## src/sv/velocity_pi_ramp_controller_macros.svh

```systemverilog
// assertion macros for the velocity pi ramp controller
`ifndef VELOCITY_PI_RAMP_CONTROLLER_MACROS_SVH
`define VELOCITY_PI_RAMP_CONTROLLER_MACROS_SVH

// property checked on every clock edge outside reset
`define VPRC_ASSERT(label, prop, msg) \
    label: assert property (@(posedge clk) disable iff (!rst_n) prop) else $error(msg);

// implication checked on every clock edge outside reset
`define VPRC_ASSERT_IMP(label, pre, post, msg) \
    label: assert property (@(posedge clk) disable iff (!rst_n) (pre) |-> (post)) \
        else $error(msg);

`endif

```

## src/sv/vprc_pkg.sv

```systemverilog
// package: widths, constants and state type of the velocity pi ramp controller
package vprc_pkg;

    localparam int MOTORS_DEFAULT = 2;

    localparam int GAIN_W  = 24;
    localparam int VLIM_W  = 23;
    localparam int RAMP_W  = 28;
    localparam int CFG_W   = 28;
    localparam int ERR_W   = 32;
    localparam int EUS_W   = 20;
    localparam int TS_W    = 19;
    localparam int VOLT_W  = 24;

    localparam int MUL_AW  = 40;
    localparam int MUL_BW  = 33;
    localparam int MUL_PW  = MUL_AW + MUL_BW;
    localparam int DIV_NW  = 59;
    localparam int DIV_DW  = 20;

    localparam logic [DIV_DW-1:0] US_PER_S      = DIV_DW'(1000000);
    localparam logic [EUS_W-1:0]  TS_MAX_US     = EUS_W'(500000);
    localparam logic [TS_W-1:0]   TS_DEFAULT_US = TS_W'(1000);

    localparam logic [GAIN_W-1:0] PROP_GAIN_RST  = GAIN_W'(4456);
    localparam logic [GAIN_W-1:0] INTEG_GAIN_RST = GAIN_W'(2425);
    localparam logic [VLIM_W-1:0] VLIM_RST       = VLIM_W'(786432);
    localparam logic [RAMP_W-1:0] RAMP_RST       = RAMP_W'(6553600);

    localparam logic [1:0] CFG_PROP_GAIN  = 2'd0;
    localparam logic [1:0] CFG_INTEG_GAIN = 2'd1;
    localparam logic [1:0] CFG_VLIM       = 2'd2;
    localparam logic [1:0] CFG_RAMP       = 2'd3;

    typedef enum logic [3:0] {
        ST_IDLE,
        ST_MUL_G,
        ST_DIV_G,
        ST_MUL_P,
        ST_MUL_I,
        ST_MUL_S,
        ST_DIV_S,
        ST_CLAMP_I,
        ST_CLAMP_O,
        ST_RAMP,
        ST_DONE
    } vprc_state_t;

    typedef struct packed {
        logic start;
    } vprc_unit_ctrl_t;

    typedef struct packed {
        logic busy;
    } vprc_unit_stat_t;

endpackage

```

## src/sv/vprc_mul.sv

```systemverilog
// bit-serial shift-add multiplier, one multiplier bit per cycle
module vprc_mul
    import vprc_pkg::*;
#(
    parameter int AW = MUL_AW,
    parameter int BW = MUL_BW
)
(
    input  logic                 clk,
    input  logic                 rst_n,
    input  vprc_unit_ctrl_t      ctrl,
    output vprc_unit_stat_t      stat,
    input  logic [AW-1:0]        a,
    input  logic [BW-1:0]        b,
    output logic [AW+BW-1:0]     product
);

    localparam int CW = (BW > 1) ? $clog2(BW) : 1;

    logic [AW-1:0]    a_reg;
    logic [BW-1:0]    b_reg;
    logic [AW+BW-1:0] acc_reg;
    logic [CW-1:0]    cnt_reg;
    logic             busy_reg;
    logic [AW:0]      sum;

    assign sum = {1'b0, acc_reg[AW+BW-1:BW]} + (b_reg[0] ? {1'b0, a_reg} : {(AW+1){1'b0}});

    always_ff @(posedge clk or negedge rst_n)
    begin
        if (!rst_n)
        begin
            busy_reg <= 1'b0;
            cnt_reg  <= '0;
        end
        else if (ctrl.start)
        begin
            busy_reg <= 1'b1;
            cnt_reg  <= '0;
        end
        else if (busy_reg)
        begin
            cnt_reg <= cnt_reg + CW'(1);
            if (cnt_reg == CW'(BW - 1))
            begin
                busy_reg <= 1'b0;
            end
        end
    end

    always_ff @(posedge clk)
    begin
        if (ctrl.start)
        begin
            a_reg   <= a;
            b_reg   <= b;
            acc_reg <= '0;
        end
        else if (busy_reg)
        begin
            acc_reg <= {sum, acc_reg[BW-1:1]};
            b_reg   <= b_reg >> 1;
        end
    end

    assign stat.busy = busy_reg;
    assign product   = acc_reg;

endmodule

```

## src/sv/vprc_div.sv

```systemverilog
// bit-serial restoring divider by the constant one million
module vprc_div
    import vprc_pkg::*;
#(
    parameter int NW = DIV_NW
)
(
    input  logic             clk,
    input  logic             rst_n,
    input  vprc_unit_ctrl_t  ctrl,
    output vprc_unit_stat_t  stat,
    input  logic [NW-1:0]    num,
    output logic [NW-1:0]    quot
);

    localparam int CW = $clog2(NW);

    logic [NW-1:0]     num_reg;
    logic [NW-1:0]     quot_reg;
    logic [DIV_DW-1:0] rem_reg;
    logic [CW-1:0]     cnt_reg;
    logic              busy_reg;
    logic [DIV_DW:0]   trial;
    logic              fits;

    assign trial = {rem_reg, num_reg[NW-1]};
    assign fits  = (trial >= {1'b0, US_PER_S});

    always_ff @(posedge clk or negedge rst_n)
    begin
        if (!rst_n)
        begin
            busy_reg <= 1'b0;
            cnt_reg  <= '0;
        end
        else if (ctrl.start)
        begin
            busy_reg <= 1'b1;
            cnt_reg  <= '0;
        end
        else if (busy_reg)
        begin
            cnt_reg <= cnt_reg + CW'(1);
            if (cnt_reg == CW'(NW - 1))
            begin
                busy_reg <= 1'b0;
            end
        end
    end

    always_ff @(posedge clk)
    begin
        if (ctrl.start)
        begin
            num_reg  <= num;
            quot_reg <= '0;
            rem_reg  <= '0;
        end
        else if (busy_reg)
        begin
            num_reg  <= num_reg << 1;
            quot_reg <= {quot_reg[NW-2:0], fits};
            rem_reg  <= fits ? DIV_DW'(trial - {1'b0, US_PER_S}) : trial[DIV_DW-1:0];
        end
    end

    assign stat.busy = busy_reg;
    assign quot      = quot_reg;

endmodule

```

## src/sv/velocity_pi_ramp_controller.sv

```systemverilog
// one transaction at a time: s_tready is high only in idle, and the shared bit-serial
// multiplier (four products) and the constant divider (two quotients) are used in turn
// by the sequencer before the result reaches the output register
// a finished result waits in the output register while the next transaction is taken
// reset: asynchronous active low, clears per-motor state and loads the register defaults
module velocity_pi_ramp_controller
    import vprc_pkg::*;
#(
    parameter int MOTORS = MOTORS_DEFAULT
)
(
    input  logic        clk,
    input  logic        rst_n,
    input  logic        s_tvalid,
    output logic        s_tready,
    input  logic [55:0] s_tdata,   // vel_error[31:0], elapsed_us[51:32], zero pad
    input  logic        s_tuser,   // motor_index
    output logic        m_tvalid,
    input  logic        m_tready,
    output logic [23:0] m_tdata,   // drive_voltage[23:0]
    output logic [2:0]  m_tuser,   // motor_tag, clamped, ramp_limited
    input  logic        cfg_we,
    input  logic [1:0]  cfg_addr,
    input  logic [CFG_W-1:0] cfg_data
);

`include "velocity_pi_ramp_controller_macros.svh"

    localparam int MW = (MOTORS > 1) ? $clog2(MOTORS) : 1;

    vprc_state_t state_reg, state_next;
    logic        started_reg;

    logic [GAIN_W-1:0] prop_gain_reg, integ_gain_reg;
    logic [VLIM_W-1:0] vlim_reg;
    logic [RAMP_W-1:0] ramp_reg;

    logic signed [VOLT_W-1:0] integ_mem_reg [MOTORS];
    logic signed [ERR_W-1:0]  err_mem_reg   [MOTORS];
    logic signed [VOLT_W-1:0] out_mem_reg   [MOTORS];

    logic                     tag_reg;
    logic [MW-1:0]            idx_reg;
    logic signed [ERR_W-1:0]  e_reg;
    logic [TS_W-1:0]          ts_reg;
    logic [38:0]              g_reg;
    logic signed [40:0]       p_reg;
    logic signed [40:0]       inc_reg;
    logic [RAMP_W-1:0]        step_reg;
    logic signed [VOLT_W-1:0] integ_reg;
    logic signed [VOLT_W-1:0] sum_reg;
    logic signed [VOLT_W-1:0] outv_reg;
    logic                     clamp_reg;
    logic                     ramped_reg;

    logic                     m_tvalid_reg;
    logic [23:0]              m_tdata_reg;
    logic [2:0]               m_tuser_reg;

    vprc_unit_ctrl_t    mul_ctrl, div_ctrl;
    vprc_unit_stat_t    mul_stat, div_stat;
    logic [MUL_AW-1:0]  mul_a;
    logic [MUL_BW-1:0]  mul_b;
    logic [MUL_PW-1:0]  mul_p;
    logic [DIV_NW-1:0]  div_n;
    logic [DIV_NW-1:0]  div_q;

    logic               op_done;
    logic               out_free;
    logic               accept;
    logic [EUS_W-1:0]   eus_in;
    logic [TS_W-1:0]    ts_in;
    logic signed [ERR_W:0]   s_val;
    logic [ERR_W:0]          s_mag;
    logic [ERR_W-1:0]        e_mag;
    logic signed [41:0]      integ_raw;
    logic signed [41:0]      sum_raw;
    logic signed [41:0]      lim_ext;
    logic signed [VOLT_W:0]  d_val;
    logic signed [RAMP_W+1:0] d_ext;
    logic signed [RAMP_W+1:0] step_ext;
    logic [39:0]             p_mag;
    logic [39:0]             inc_mag;

    vprc_mul #(.AW(MUL_AW), .BW(MUL_BW)) u_mul
    (
        .clk     (clk),
        .rst_n   (rst_n),
        .ctrl    (mul_ctrl),
        .stat    (mul_stat),
        .a       (mul_a),
        .b       (mul_b),
        .product (mul_p)
    );

    vprc_div #(.NW(DIV_NW)) u_div
    (
        .clk   (clk),
        .rst_n (rst_n),
        .ctrl  (div_ctrl),
        .stat  (div_stat),
        .num   (div_n),
        .quot  (div_q)
    );

    assign s_tready = (state_reg == ST_IDLE);
    assign accept   = s_tvalid && s_tready;
    assign out_free = !m_tvalid_reg || m_tready;
    assign eus_in   = s_tdata[51:32];
    assign ts_in    = ((eus_in == '0) || (eus_in > TS_MAX_US)) ? TS_DEFAULT_US
                                                               : eus_in[TS_W-1:0];

    assign s_val = ERR_W'(0) + $signed({e_reg[ERR_W-1], e_reg})
                 + $signed({err_mem_reg[idx_reg][ERR_W-1], err_mem_reg[idx_reg]});
    assign s_mag = s_val[ERR_W] ? (ERR_W+1)'(-s_val) : s_val;
    assign e_mag = e_reg[ERR_W-1] ? ERR_W'(-e_reg) : e_reg;
    assign p_mag   = mul_p[55:16];
    assign inc_mag = mul_p[72:33];

    assign lim_ext   = $signed({19'd0, vlim_reg});
    assign integ_raw = 42'(inc_reg) + 42'(integ_mem_reg[idx_reg]);
    assign sum_raw   = 42'(p_reg) + 42'(integ_reg);
    assign d_val     = (VOLT_W+1)'(sum_reg) - (VOLT_W+1)'(out_mem_reg[idx_reg]);
    assign d_ext     = (RAMP_W+2)'(d_val);
    assign step_ext  = $signed({2'b00, step_reg});

    always_comb
    begin
        case (state_reg)
            ST_MUL_G, ST_MUL_P, ST_MUL_I, ST_MUL_S: op_done = started_reg && !mul_stat.busy;
            ST_DIV_G, ST_DIV_S:                     op_done = started_reg && !div_stat.busy;
            default:                                op_done = 1'b1;
        endcase
    end

    // next state
    always_comb
    begin
        state_next = state_reg;
        case (state_reg)
            ST_IDLE:    if (accept) state_next = ST_MUL_G;
            ST_MUL_G:   if (op_done) state_next = ST_DIV_G;
            ST_DIV_G:   if (op_done) state_next = ST_MUL_P;
            ST_MUL_P:   if (op_done) state_next = ST_MUL_I;
            ST_MUL_I:   if (op_done) state_next = ST_MUL_S;
            ST_MUL_S:   if (op_done) state_next = ST_DIV_S;
            ST_DIV_S:   if (op_done) state_next = ST_CLAMP_I;
            ST_CLAMP_I: state_next = ST_CLAMP_O;
            ST_CLAMP_O: state_next = ST_RAMP;
            ST_RAMP:    state_next = ST_DONE;
            ST_DONE:    if (out_free) state_next = ST_IDLE;
            default:    state_next = ST_IDLE;
        endcase
    end

    // unit controls and operands
    always_comb
    begin
        mul_ctrl.start = 1'b0;
        div_ctrl.start = 1'b0;
        mul_a = '0;
        mul_b = '0;
        div_n = '0;
        case (state_reg)
            ST_MUL_G:
            begin
                mul_ctrl.start = !started_reg;
                mul_a = MUL_AW'(integ_gain_reg);
                mul_b = MUL_BW'(ts_reg);
            end
            ST_DIV_G:
            begin
                div_ctrl.start = !started_reg;
                div_n = {mul_p[42:0], 16'd0};
            end
            ST_MUL_P:
            begin
                mul_ctrl.start = !started_reg;
                mul_a = MUL_AW'(prop_gain_reg);
                mul_b = MUL_BW'(e_mag);
            end
            ST_MUL_I:
            begin
                mul_ctrl.start = !started_reg;
                mul_a = MUL_AW'(g_reg);
                mul_b = s_mag;
            end
            ST_MUL_S:
            begin
                mul_ctrl.start = !started_reg;
                mul_a = MUL_AW'(ramp_reg);
                mul_b = MUL_BW'(ts_reg);
            end
            ST_DIV_S:
            begin
                div_ctrl.start = !started_reg;
                div_n = DIV_NW'(mul_p[46:0]);
            end
            default:
            begin
                mul_ctrl.start = 1'b0;
            end
        endcase
    end

    always_ff @(posedge clk or negedge rst_n)
    begin
        if (!rst_n)
        begin
            state_reg   <= ST_IDLE;
            started_reg <= 1'b0;
        end
        else
        begin
            state_reg   <= state_next;
            started_reg <= (state_next == state_reg);
        end
    end

    // configuration registers
    always_ff @(posedge clk or negedge rst_n)
    begin
        if (!rst_n)
        begin
            prop_gain_reg  <= PROP_GAIN_RST;
            integ_gain_reg <= INTEG_GAIN_RST;
            vlim_reg       <= VLIM_RST;
            ramp_reg       <= RAMP_RST;
        end
        else if (cfg_we)
        begin
            case (cfg_addr)
                CFG_PROP_GAIN:  prop_gain_reg  <= cfg_data[GAIN_W-1:0];
                CFG_INTEG_GAIN: integ_gain_reg <= cfg_data[GAIN_W-1:0];
                CFG_VLIM:       vlim_reg       <= cfg_data[VLIM_W-1:0];
                CFG_RAMP:       ramp_reg       <= cfg_data[RAMP_W-1:0];
                default:        ramp_reg       <= ramp_reg;
            endcase
        end
    end

    // per-motor state
    always_ff @(posedge clk or negedge rst_n)
    begin
        if (!rst_n)
        begin
            for (int m = 0; m < MOTORS; m++)
            begin
                integ_mem_reg[m] <= '0;
                err_mem_reg[m]   <= '0;
                out_mem_reg[m]   <= '0;
            end
        end
        else if (state_reg == ST_RAMP)
        begin
            integ_mem_reg[idx_reg] <= integ_reg;
            err_mem_reg[idx_reg]   <= e_reg;
            if (d_ext > step_ext)
            begin
                out_mem_reg[idx_reg] <= VOLT_W'(out_mem_reg[idx_reg] + VOLT_W'(step_reg));
            end
            else if (d_ext < -step_ext)
            begin
                out_mem_reg[idx_reg] <= VOLT_W'(out_mem_reg[idx_reg] - VOLT_W'(step_reg));
            end
            else
            begin
                out_mem_reg[idx_reg] <= sum_reg;
            end
        end
    end

    // datapath
    always_ff @(posedge clk)
    begin
        case (state_reg)
            ST_IDLE:
            begin
                tag_reg <= s_tuser;
                idx_reg <= (MOTORS > 1) ? MW'(s_tuser) : '0;
                e_reg   <= $signed(s_tdata[31:0]);
                ts_reg  <= ts_in;
            end
            ST_DIV_G:
            begin
                if (op_done) g_reg <= div_q[38:0];
            end
            ST_MUL_P:
            begin
                if (op_done) p_reg <= e_reg[ERR_W-1] ? -$signed({1'b0, p_mag})
                                                     : $signed({1'b0, p_mag});
            end
            ST_MUL_I:
            begin
                if (op_done) inc_reg <= s_val[ERR_W] ? -$signed({1'b0, inc_mag})
                                                     : $signed({1'b0, inc_mag});
            end
            ST_DIV_S:
            begin
                if (op_done) step_reg <= div_q[RAMP_W-1:0];
            end
            ST_CLAMP_I:
            begin
                if (integ_raw > lim_ext)
                begin
                    integ_reg <= VOLT_W'(lim_ext);
                    clamp_reg <= 1'b1;
                end
                else if (integ_raw < -lim_ext)
                begin
                    integ_reg <= VOLT_W'(-lim_ext);
                    clamp_reg <= 1'b1;
                end
                else
                begin
                    integ_reg <= VOLT_W'(integ_raw);
                    clamp_reg <= 1'b0;
                end
            end
            ST_CLAMP_O:
            begin
                if (sum_raw > lim_ext)
                begin
                    sum_reg   <= VOLT_W'(lim_ext);
                    clamp_reg <= 1'b1;
                end
                else if (sum_raw < -lim_ext)
                begin
                    sum_reg   <= VOLT_W'(-lim_ext);
                    clamp_reg <= 1'b1;
                end
                else
                begin
                    sum_reg <= VOLT_W'(sum_raw);
                end
            end
            ST_RAMP:
            begin
                if (d_ext > step_ext)
                begin
                    outv_reg   <= VOLT_W'(out_mem_reg[idx_reg] + VOLT_W'(step_reg));
                    ramped_reg <= 1'b1;
                end
                else if (d_ext < -step_ext)
                begin
                    outv_reg   <= VOLT_W'(out_mem_reg[idx_reg] - VOLT_W'(step_reg));
                    ramped_reg <= 1'b1;
                end
                else
                begin
                    outv_reg   <= sum_reg;
                    ramped_reg <= 1'b0;
                end
            end
            default:
            begin
                ts_reg <= ts_reg;
            end
        endcase
    end

    // output register
    always_ff @(posedge clk or negedge rst_n)
    begin
        if (!rst_n)
        begin
            m_tvalid_reg <= 1'b0;
        end
        else if ((state_reg == ST_DONE) && out_free)
        begin
            m_tvalid_reg <= 1'b1;
        end
        else if (m_tready)
        begin
            m_tvalid_reg <= 1'b0;
        end
    end

    always_ff @(posedge clk)
    begin
        if ((state_reg == ST_DONE) && out_free)
        begin
            m_tdata_reg <= outv_reg;
            m_tuser_reg <= {ramped_reg, clamp_reg, tag_reg};
        end
    end

    assign m_tvalid = m_tvalid_reg;
    assign m_tdata  = m_tdata_reg;
    assign m_tuser  = m_tuser_reg;

    `VPRC_ASSERT(a_units_exclusive, !(mul_stat.busy && div_stat.busy), "mul and div both busy")
    `VPRC_ASSERT_IMP(a_idle_units, s_tready, !mul_stat.busy && !div_stat.busy, "unit busy in idle")
    `VPRC_ASSERT(a_accept_leaves_idle, accept |=> !s_tready, "idle after input transaction")
    `VPRC_ASSERT_IMP(a_out_range, m_tvalid, m_tdata != 24'h800000, "drive voltage out of range")

endmodule

```

## config.mk

```make
export PLATFORM = sky130hd
export DESIGN_NAME = velocity_pi_ramp_controller
export DESIGN_NICKNAME = d
export VERILOG_FILES = /design/src/sv/vprc_pkg.sv /design/src/sv/vprc_mul.sv /design/src/sv/vprc_div.sv /design/src/sv/velocity_pi_ramp_controller.sv
export VERILOG_INCLUDE_DIRS = /design/src /design/src/sv
export SDC_FILE = /design/constraint.sdc
export NUM_CORES = 2
export LEC_CHECK = 0
export ABC_AREA = 1
export BUFFER_PORTS_ARGS = -buffer_cell sky130_fd_sc_hd__buf_2
export CAP_MARGIN = 25
export CORE_ASPECT_RATIO = 1.4
export CORE_MARGIN = 2
export CORE_UTILIZATION = 55
export CTS_CLUSTER_DIAMETER = 40
export DETAILED_ROUTE_END_ITERATION = 16
export PLACE_DENSITY = 0.75
export SLEW_MARGIN = 20
export SYNTH_ARGS = -nofsm -noshare
export SYNTH_HDL_FRONTEND = slang
export SYNTH_SLANG_ARGS = --single-unit
```

## constraint.sdc

```tcl
create_clock -name clk -period 6.7 [get_ports clk]
set_input_delay 0 -clock clk [delete_from_list [all_inputs] [get_ports clk]]
set_output_delay 0 -clock clk [all_outputs]
set_load 0.01 [all_outputs]
```

[Word level (Yosys, flattened, before mapping)]
Index checks and enable logic that the tools add are counted.
Storage, ports and cells
  register bits: 845
  output and inout port bits: 29
  input bits: 92
Operators by class
  $lt $le $gt $ge: 10
  reduce and logical (&&, ||, !) cells: 30
  $add $sub $neg: 16
  muxes and demuxes: 69
  equality and inequality tests: 17
  bitwise logic cells: 1
Operator list (number)
  2-to-1 mux 24 bit: 11
  bitwise mux 48 bit: 4
  2-to-1 mux 32 bit: 5
  case mux 39 bit (4 select lines): 1
  2-to-1 mux 40 bit: 3
  2-to-1 mux 59 bit: 2
  case mux 59 bit (2 select lines): 1
  2-to-1 mux 33 bit: 3
  case mux 33 bit (3 select lines): 1
  2-to-1 mux 48 bit: 2
  adder 41 x 24 -> 42 bit: 2
  greater-than comparator 42 x 24 -> 1 bit: 2
  < comparator 42 bit: 2
  negator 40 -> 41 bit: 2
  bitwise mux 64 bit: 1
  2-to-1 mux 23 bit: 2
  case mux 4 bit (11 select lines): 1
  negator 23 -> 42 bit: 1
  adder 40 x 41 -> 41 bit: 1
  adder 32 x 32 -> 33 bit: 1
  negator 33 bit: 1
  demux 32 bit (select 1 bit): 1
  2-to-1 mux 4 bit: 8
  negator 32 bit: 1
  37 further kinds: 84

[Depth between registers and ports, before layout]
  depth in word-level cells: 9
  depth in mapped cells: 38

[Hierarchy]
A second synthesis with hierarchy kept.
Unflattened totals
  cells, all modules: 8429
  area, all modules: 60229.0 sq um
Modules (own cells, without submodules)
  velocity_pi_ramp_controller: seq. area each 15721.3 sq um, cells an instance 6562, area each 45780.2 sq um, times used 1
  vprc_mul: seq. area each 3828.7 sq um, cells an instance 1180, area each 8495.6 sq um, times used 1
  vprc_div: seq. area each 3528.4 sq um, cells an instance 687, area each 5953.2 sq um, times used 1

[Worst setup path after synthesis]
Ideal clock, no wire load.
  path type: reg-to-reg
  from: register idx_reg
  to: register integ_reg[18], data pin
  data required time: 6.448 ns
  clock period less this slack: 5.719 ns
  data arrival time: 5.467 ns
  cell stages (with the launch flop): 34
  buffers on the path: 7
  path slack: 0.981 ns
  cell sequence: edfxtp_1 > clkbuf_1 > clkinv_1 > clkbuf_1 > clkbuf_1 > buf_1 > nand2_1 > nand2_1 > ha_1 > a21oi_1 > o21ai_0 > o21bai_1 > a21oi_1 > nand2_1 > nand3_1 > o211ai_2 > xor2_4 > buf_2 > inv_1 > ha_1 > nand2_1 > inv_1 > nand3_1 > nor3_1 > and3_1 > nand4_1 > nand3_1 > nand2_1 > nand2_1 > buf_2 > clkbuf_1 > a21oi_1 > nand2_1 > nand2_1
Between the ends
  cells in the longest elaborated chain, start to end: 8
Ends and longest elaborated chain
  start, declared: line velocity_pi_ramp_controller.sv:43  | logic [MW-1:0] idx_reg;
  start signal, assigned: line velocity_pi_ramp_controller.sv:280  | idx_reg <= (MOTORS > 1) ? MW'(s_tuser) : '0;
  inverter 1 -> 2 bit (implied by the code) *: line velocity_pi_ramp_controller.sv:121  | assign integ_raw = 42'(inc_reg) + 42'(integ_mem_reg[idx_reg]);
  2-to-1 mux 24 bit (implied by the code) * (3 in series): line velocity_pi_ramp_controller.sv:121
  adder 41 x 24 -> 42 bit *: line velocity_pi_ramp_controller.sv:121
  < comparator 42 bit: line velocity_pi_ramp_controller.sv:309  | else if (integ_raw < -lim_ext)
  2-to-1 mux 24 bit: line velocity_pi_ramp_controller.sv:309
  2-to-1 mux 23 bit *: line velocity_pi_ramp_controller.sv:304  | if (integ_raw > lim_ext)
  end signal, assigned: line velocity_pi_ramp_controller.sv:306  | integ_reg <= VOLT_W'(lim_ext);
  end signal, assigned: line velocity_pi_ramp_controller.sv:311  | integ_reg <= VOLT_W'(-lim_ext);
  end signal, assigned: line velocity_pi_ramp_controller.sv:316  | integ_reg <= VOLT_W'(integ_raw);
  end, declared: line velocity_pi_ramp_controller.sv:50  | logic signed [VOLT_W-1:0] integ_reg;
Every way passes the cells marked *; elsewhere a longest branch is shown, timed or not. The select of a mux whose other input is x is not followed.
A chain may end at the register's enable or synchronous reset.

[Worst setup path after layout]
  from: register idx_reg
  to: register outv_reg[9], data pin
Between the ends
  cells in the longest elaborated chain, start to end: 8
Ends and longest elaborated chain
  inverter 1 -> 2 bit (implied by the code) *: line velocity_pi_ramp_controller.sv:123, velocity_pi_ramp_controller.sv:341, velocity_pi_ramp_controller.sv:346
  2-to-1 mux 24 bit (implied by the code) * (3 in series): line velocity_pi_ramp_controller.sv:123, velocity_pi_ramp_controller.sv:341, velocity_pi_ramp_controller.sv:346
  subtractor 24 x 24 -> 25 bit: line velocity_pi_ramp_controller.sv:123  | assign d_val = (VOLT_W+1)'(sum_reg) - (VOLT_W+1)'(out_mem_reg[idx_reg]);
  < comparator 25 x 30 -> 1 bit: line velocity_pi_ramp_controller.sv:344  | else if (d_ext < -step_ext)
  2-to-1 mux 24 bit: line velocity_pi_ramp_controller.sv:344
  2-to-1 mux 24 bit *: line velocity_pi_ramp_controller.sv:339  | if (d_ext > step_ext)
  end signal, assigned: line velocity_pi_ramp_controller.sv:341  | outv_reg <= VOLT_W'(out_mem_reg[idx_reg] + VOLT_W'(step_reg));
  end signal, assigned: line velocity_pi_ramp_controller.sv:346  | outv_reg <= VOLT_W'(out_mem_reg[idx_reg] - VOLT_W'(step_reg));
  end signal, assigned: line velocity_pi_ramp_controller.sv:351  | outv_reg <= sum_reg;
  end, declared: line velocity_pi_ramp_controller.sv:52  | logic signed [VOLT_W-1:0] outv_reg;
Marked as above.

==> impl_results.md <==
* Status: finished, final reports clean
* FMAX at 0.159 GHz
* Synth cell types at 69
* First DRT Iteration DRCs at 4465
* Setup Fix Bufs, Post-CTS at 0
* Commonest non-fill, non-tap cell in the layout: nand2_1
* Area of the multi-input gates at 31100 um2
* Final worst setup slack at 421 ps
* Yosys synthesis warning count at 0
* DR vias at 55800
* CP Capture Type: flip-flop
* DRT met1 WL at 73600 um
* DIE HEIGHT at 389 um
* Unrepaired setup endpoints after global routing: false
* Critical Path Fanout Max at 41
* Top Layer Used: met5
* CTS tree: built
* Maxcap violations at 0
* Slew headroom at 21.2%
* Crit path required time at 7090 ps
* Port Buf Inserts at 116
* Global route overflow at 0
* Fin. Hold Viols at 0
* Worst-margin pin slew at 1170 ps
* Placed cell count at 9243
* Hold slack at 7.66 ps
* Area Overhead vs Synth at 12.7%
* HPWL Detailed at 169000 um
* # IOs at 121
* Post-Syn Nets at 8448
* Share of cells above drive strength 1 at 6.73%
* FF+latch count, synth at 844
* Worst Setup Path Type: flip-flop to flip-flop
* Core outline area at 105000 um2
* # nets final at 8646
* Largest register FFs at 73
* Initial antenna violation count at 7
* Syn Area/Cell at 7.36 um2
* Critical path arrival at 6670 ps
* Largest net degree at the start of global routing at 126
* Reg area at 22600 um2
* Die X at 279 um
* Met3 wire length at 12100 um
* Worst path slowest cell: o21ai_0
* Wire per inst at 22.8 um
* Vias in the first global route at 54700
* Seq/Total Area, Yosys at 38.8%
* CP Launch Type: flip-flop
* Place WS at 481 ps
* Final Instance Area at 65800 um2
* Post-route setup TNS at 0 ps
* Initial DRT Pass Iterations at 9
* Final setup viols at 0
* CP max stage delay at 560 ps
* Synth Cell Area at 58400 um2
* Final period util at 93.7%
* Most frequent cells in the layout: nand2_1 (2342), inv_1 (972), nor2_1 (674)
* Worst VDD drop at 0.385 mV
* First-pass GRT wire length at 322000 um
* TritonCTS buffer count at 111
* Synth Flop Type: edfxtp_1
* Dpl cell area at 60600 um2
* Post-Syn Instances at 7927
* Crit path buffers/inverters at 5
* CP most frequent cell: o21ai_0
* H-tree Lvls at 3
* Register clock-pin slew on the reported worst setup and hold paths at 60 ps
* EDFF count, synth at 433
* CTS Sinks at 844
* Minimum clock period at 6280 ps
* Site row count at 141
* P per Cell Area at 566 nW/um2
* Hold Crit Class: input pin to flip-flop
* Remaining DRCs at 0
* Setup Skew at 89.8 ps
* Met2 WL at 110000 um
* Non-Filler Instances at 9582
* Final slew viol count at 0
* Routed vias/inst at 5.82
* Routed WL at 218000 um
* Die area at 109000 um2
* CTS root buf: clkbuf_16
* Initial core utilization at 55.4%
* Ys async rst share at 33.1%
* Clock buffer depth at 3
* Routed Antenna Nets at 0
* Leak Pwr at 31.6 nW
* Fillers at 9418
* GRT Total Usage at 39.6%
* Clock latency on the worst-skew pair at 740 ps
* Cell family with most CP delay: compound AO/OA/AOI/OAI gates
* Gpl congestion at 1.03
[Yosys cell counts, types with 36 or more instances]
cell | count | share of area (%)
nand2_1 | 2346 | 15
nor3_1 | 101 | 0.87
inv_1 | 973 | 6.3
clkbuf_1 | 197 | 1.3
a21oi_1 | 458 | 3.9
o22ai_1 | 119 | 1.3
nand4_1 | 114 | 1.2
dfrtp_1 | 262 | 11
ha_1 | 422 | 9.0
o211ai_1 | 44 | 0.57
xor2_1 | 220 | 3.3
nand3_1 | 361 | 3.1
o21ai_0 | 528 | 4.5
a31oi_1 | 41 | 0.44
nor2_1 | 689 | 4.4
or2_2 | 36 | 0.39
edfxtp_1 | 433 | 22
dfxtp_1 | 132 | 4.5
nand3b_1 | 57 | 0.73
[routing by layer]
layer	track usage, %	up-vias
li1	-	26600
met1	39.7	26000
met2	71.2	2313
met3	5.27	893
met4	35.5	10
met5	0	-
[layout make-up]
type	count	share of cell area (%)
Clock inverter	87	1.54
Antenna cell	1	0.00381
Tap cell	1358	2.58
Inverter	995	5.70
Clock buffer	124	4.34
Multi-Input combinational cell	5840	47.3
Timing Repair Buffer	333	4.13
Sequential cell	844	34.4
[per-stage QoR]
stage               util (%)  total power, mW
floorplan                  -             23.5
global placement        57.4             30.1
detailed placement      57.5             30.4
CTS                     62.4             36.7
global route            62.4             39.8
finish                  62.4             37.2
[timing repair]
| item | 4_1_cts | 5_1_grt |
|---|---|---|
| hold endpoints to repair | 371 | 0 |
| endpoints found under the setup margin | 0 | 5 |
| gates resized for setup | 0 | 1 |
| hold buffers | 126 | 0 |
[report_power, final]
part,switching [mW],internal [mW]
Combinational,15.3,6.77
Clock,2.62,3.50
Sequential,1.25,7.82
[logic make-up after synthesis]
group / after synthesis / synth area share (%)
compound gates: 1366 / 13.0
xor+xnor: 254 / 3.86
fa+ha+maj: 429 / 9.29
buf+inv: 1243 / 8.13
flops: 844 / 38.8
mux: 1 / 0.0193
simple gates: 3790 / 26.9
[final timing paths]
kind / end / slack (ps) / cells after the start / start
setup / recovery: outv_reg[9] / 420 / 27 / idx_reg
hold / removal: e_reg[9] / 8 / 2 / s_tdata[9]
setup reg to reg: outv_reg[9] / 420 / 27 / idx_reg
hold reg to reg: m_tdata[6] / 420 / 0 / outv_reg[6]
max in group asynchronous: err_mem_reg[51] / 5360 / 4 / rst_n
min in group asynchronous: integ_mem_reg[4] / 450 / 4 / rst_n
No activity file was read; power rests on OpenSTA's default activity.
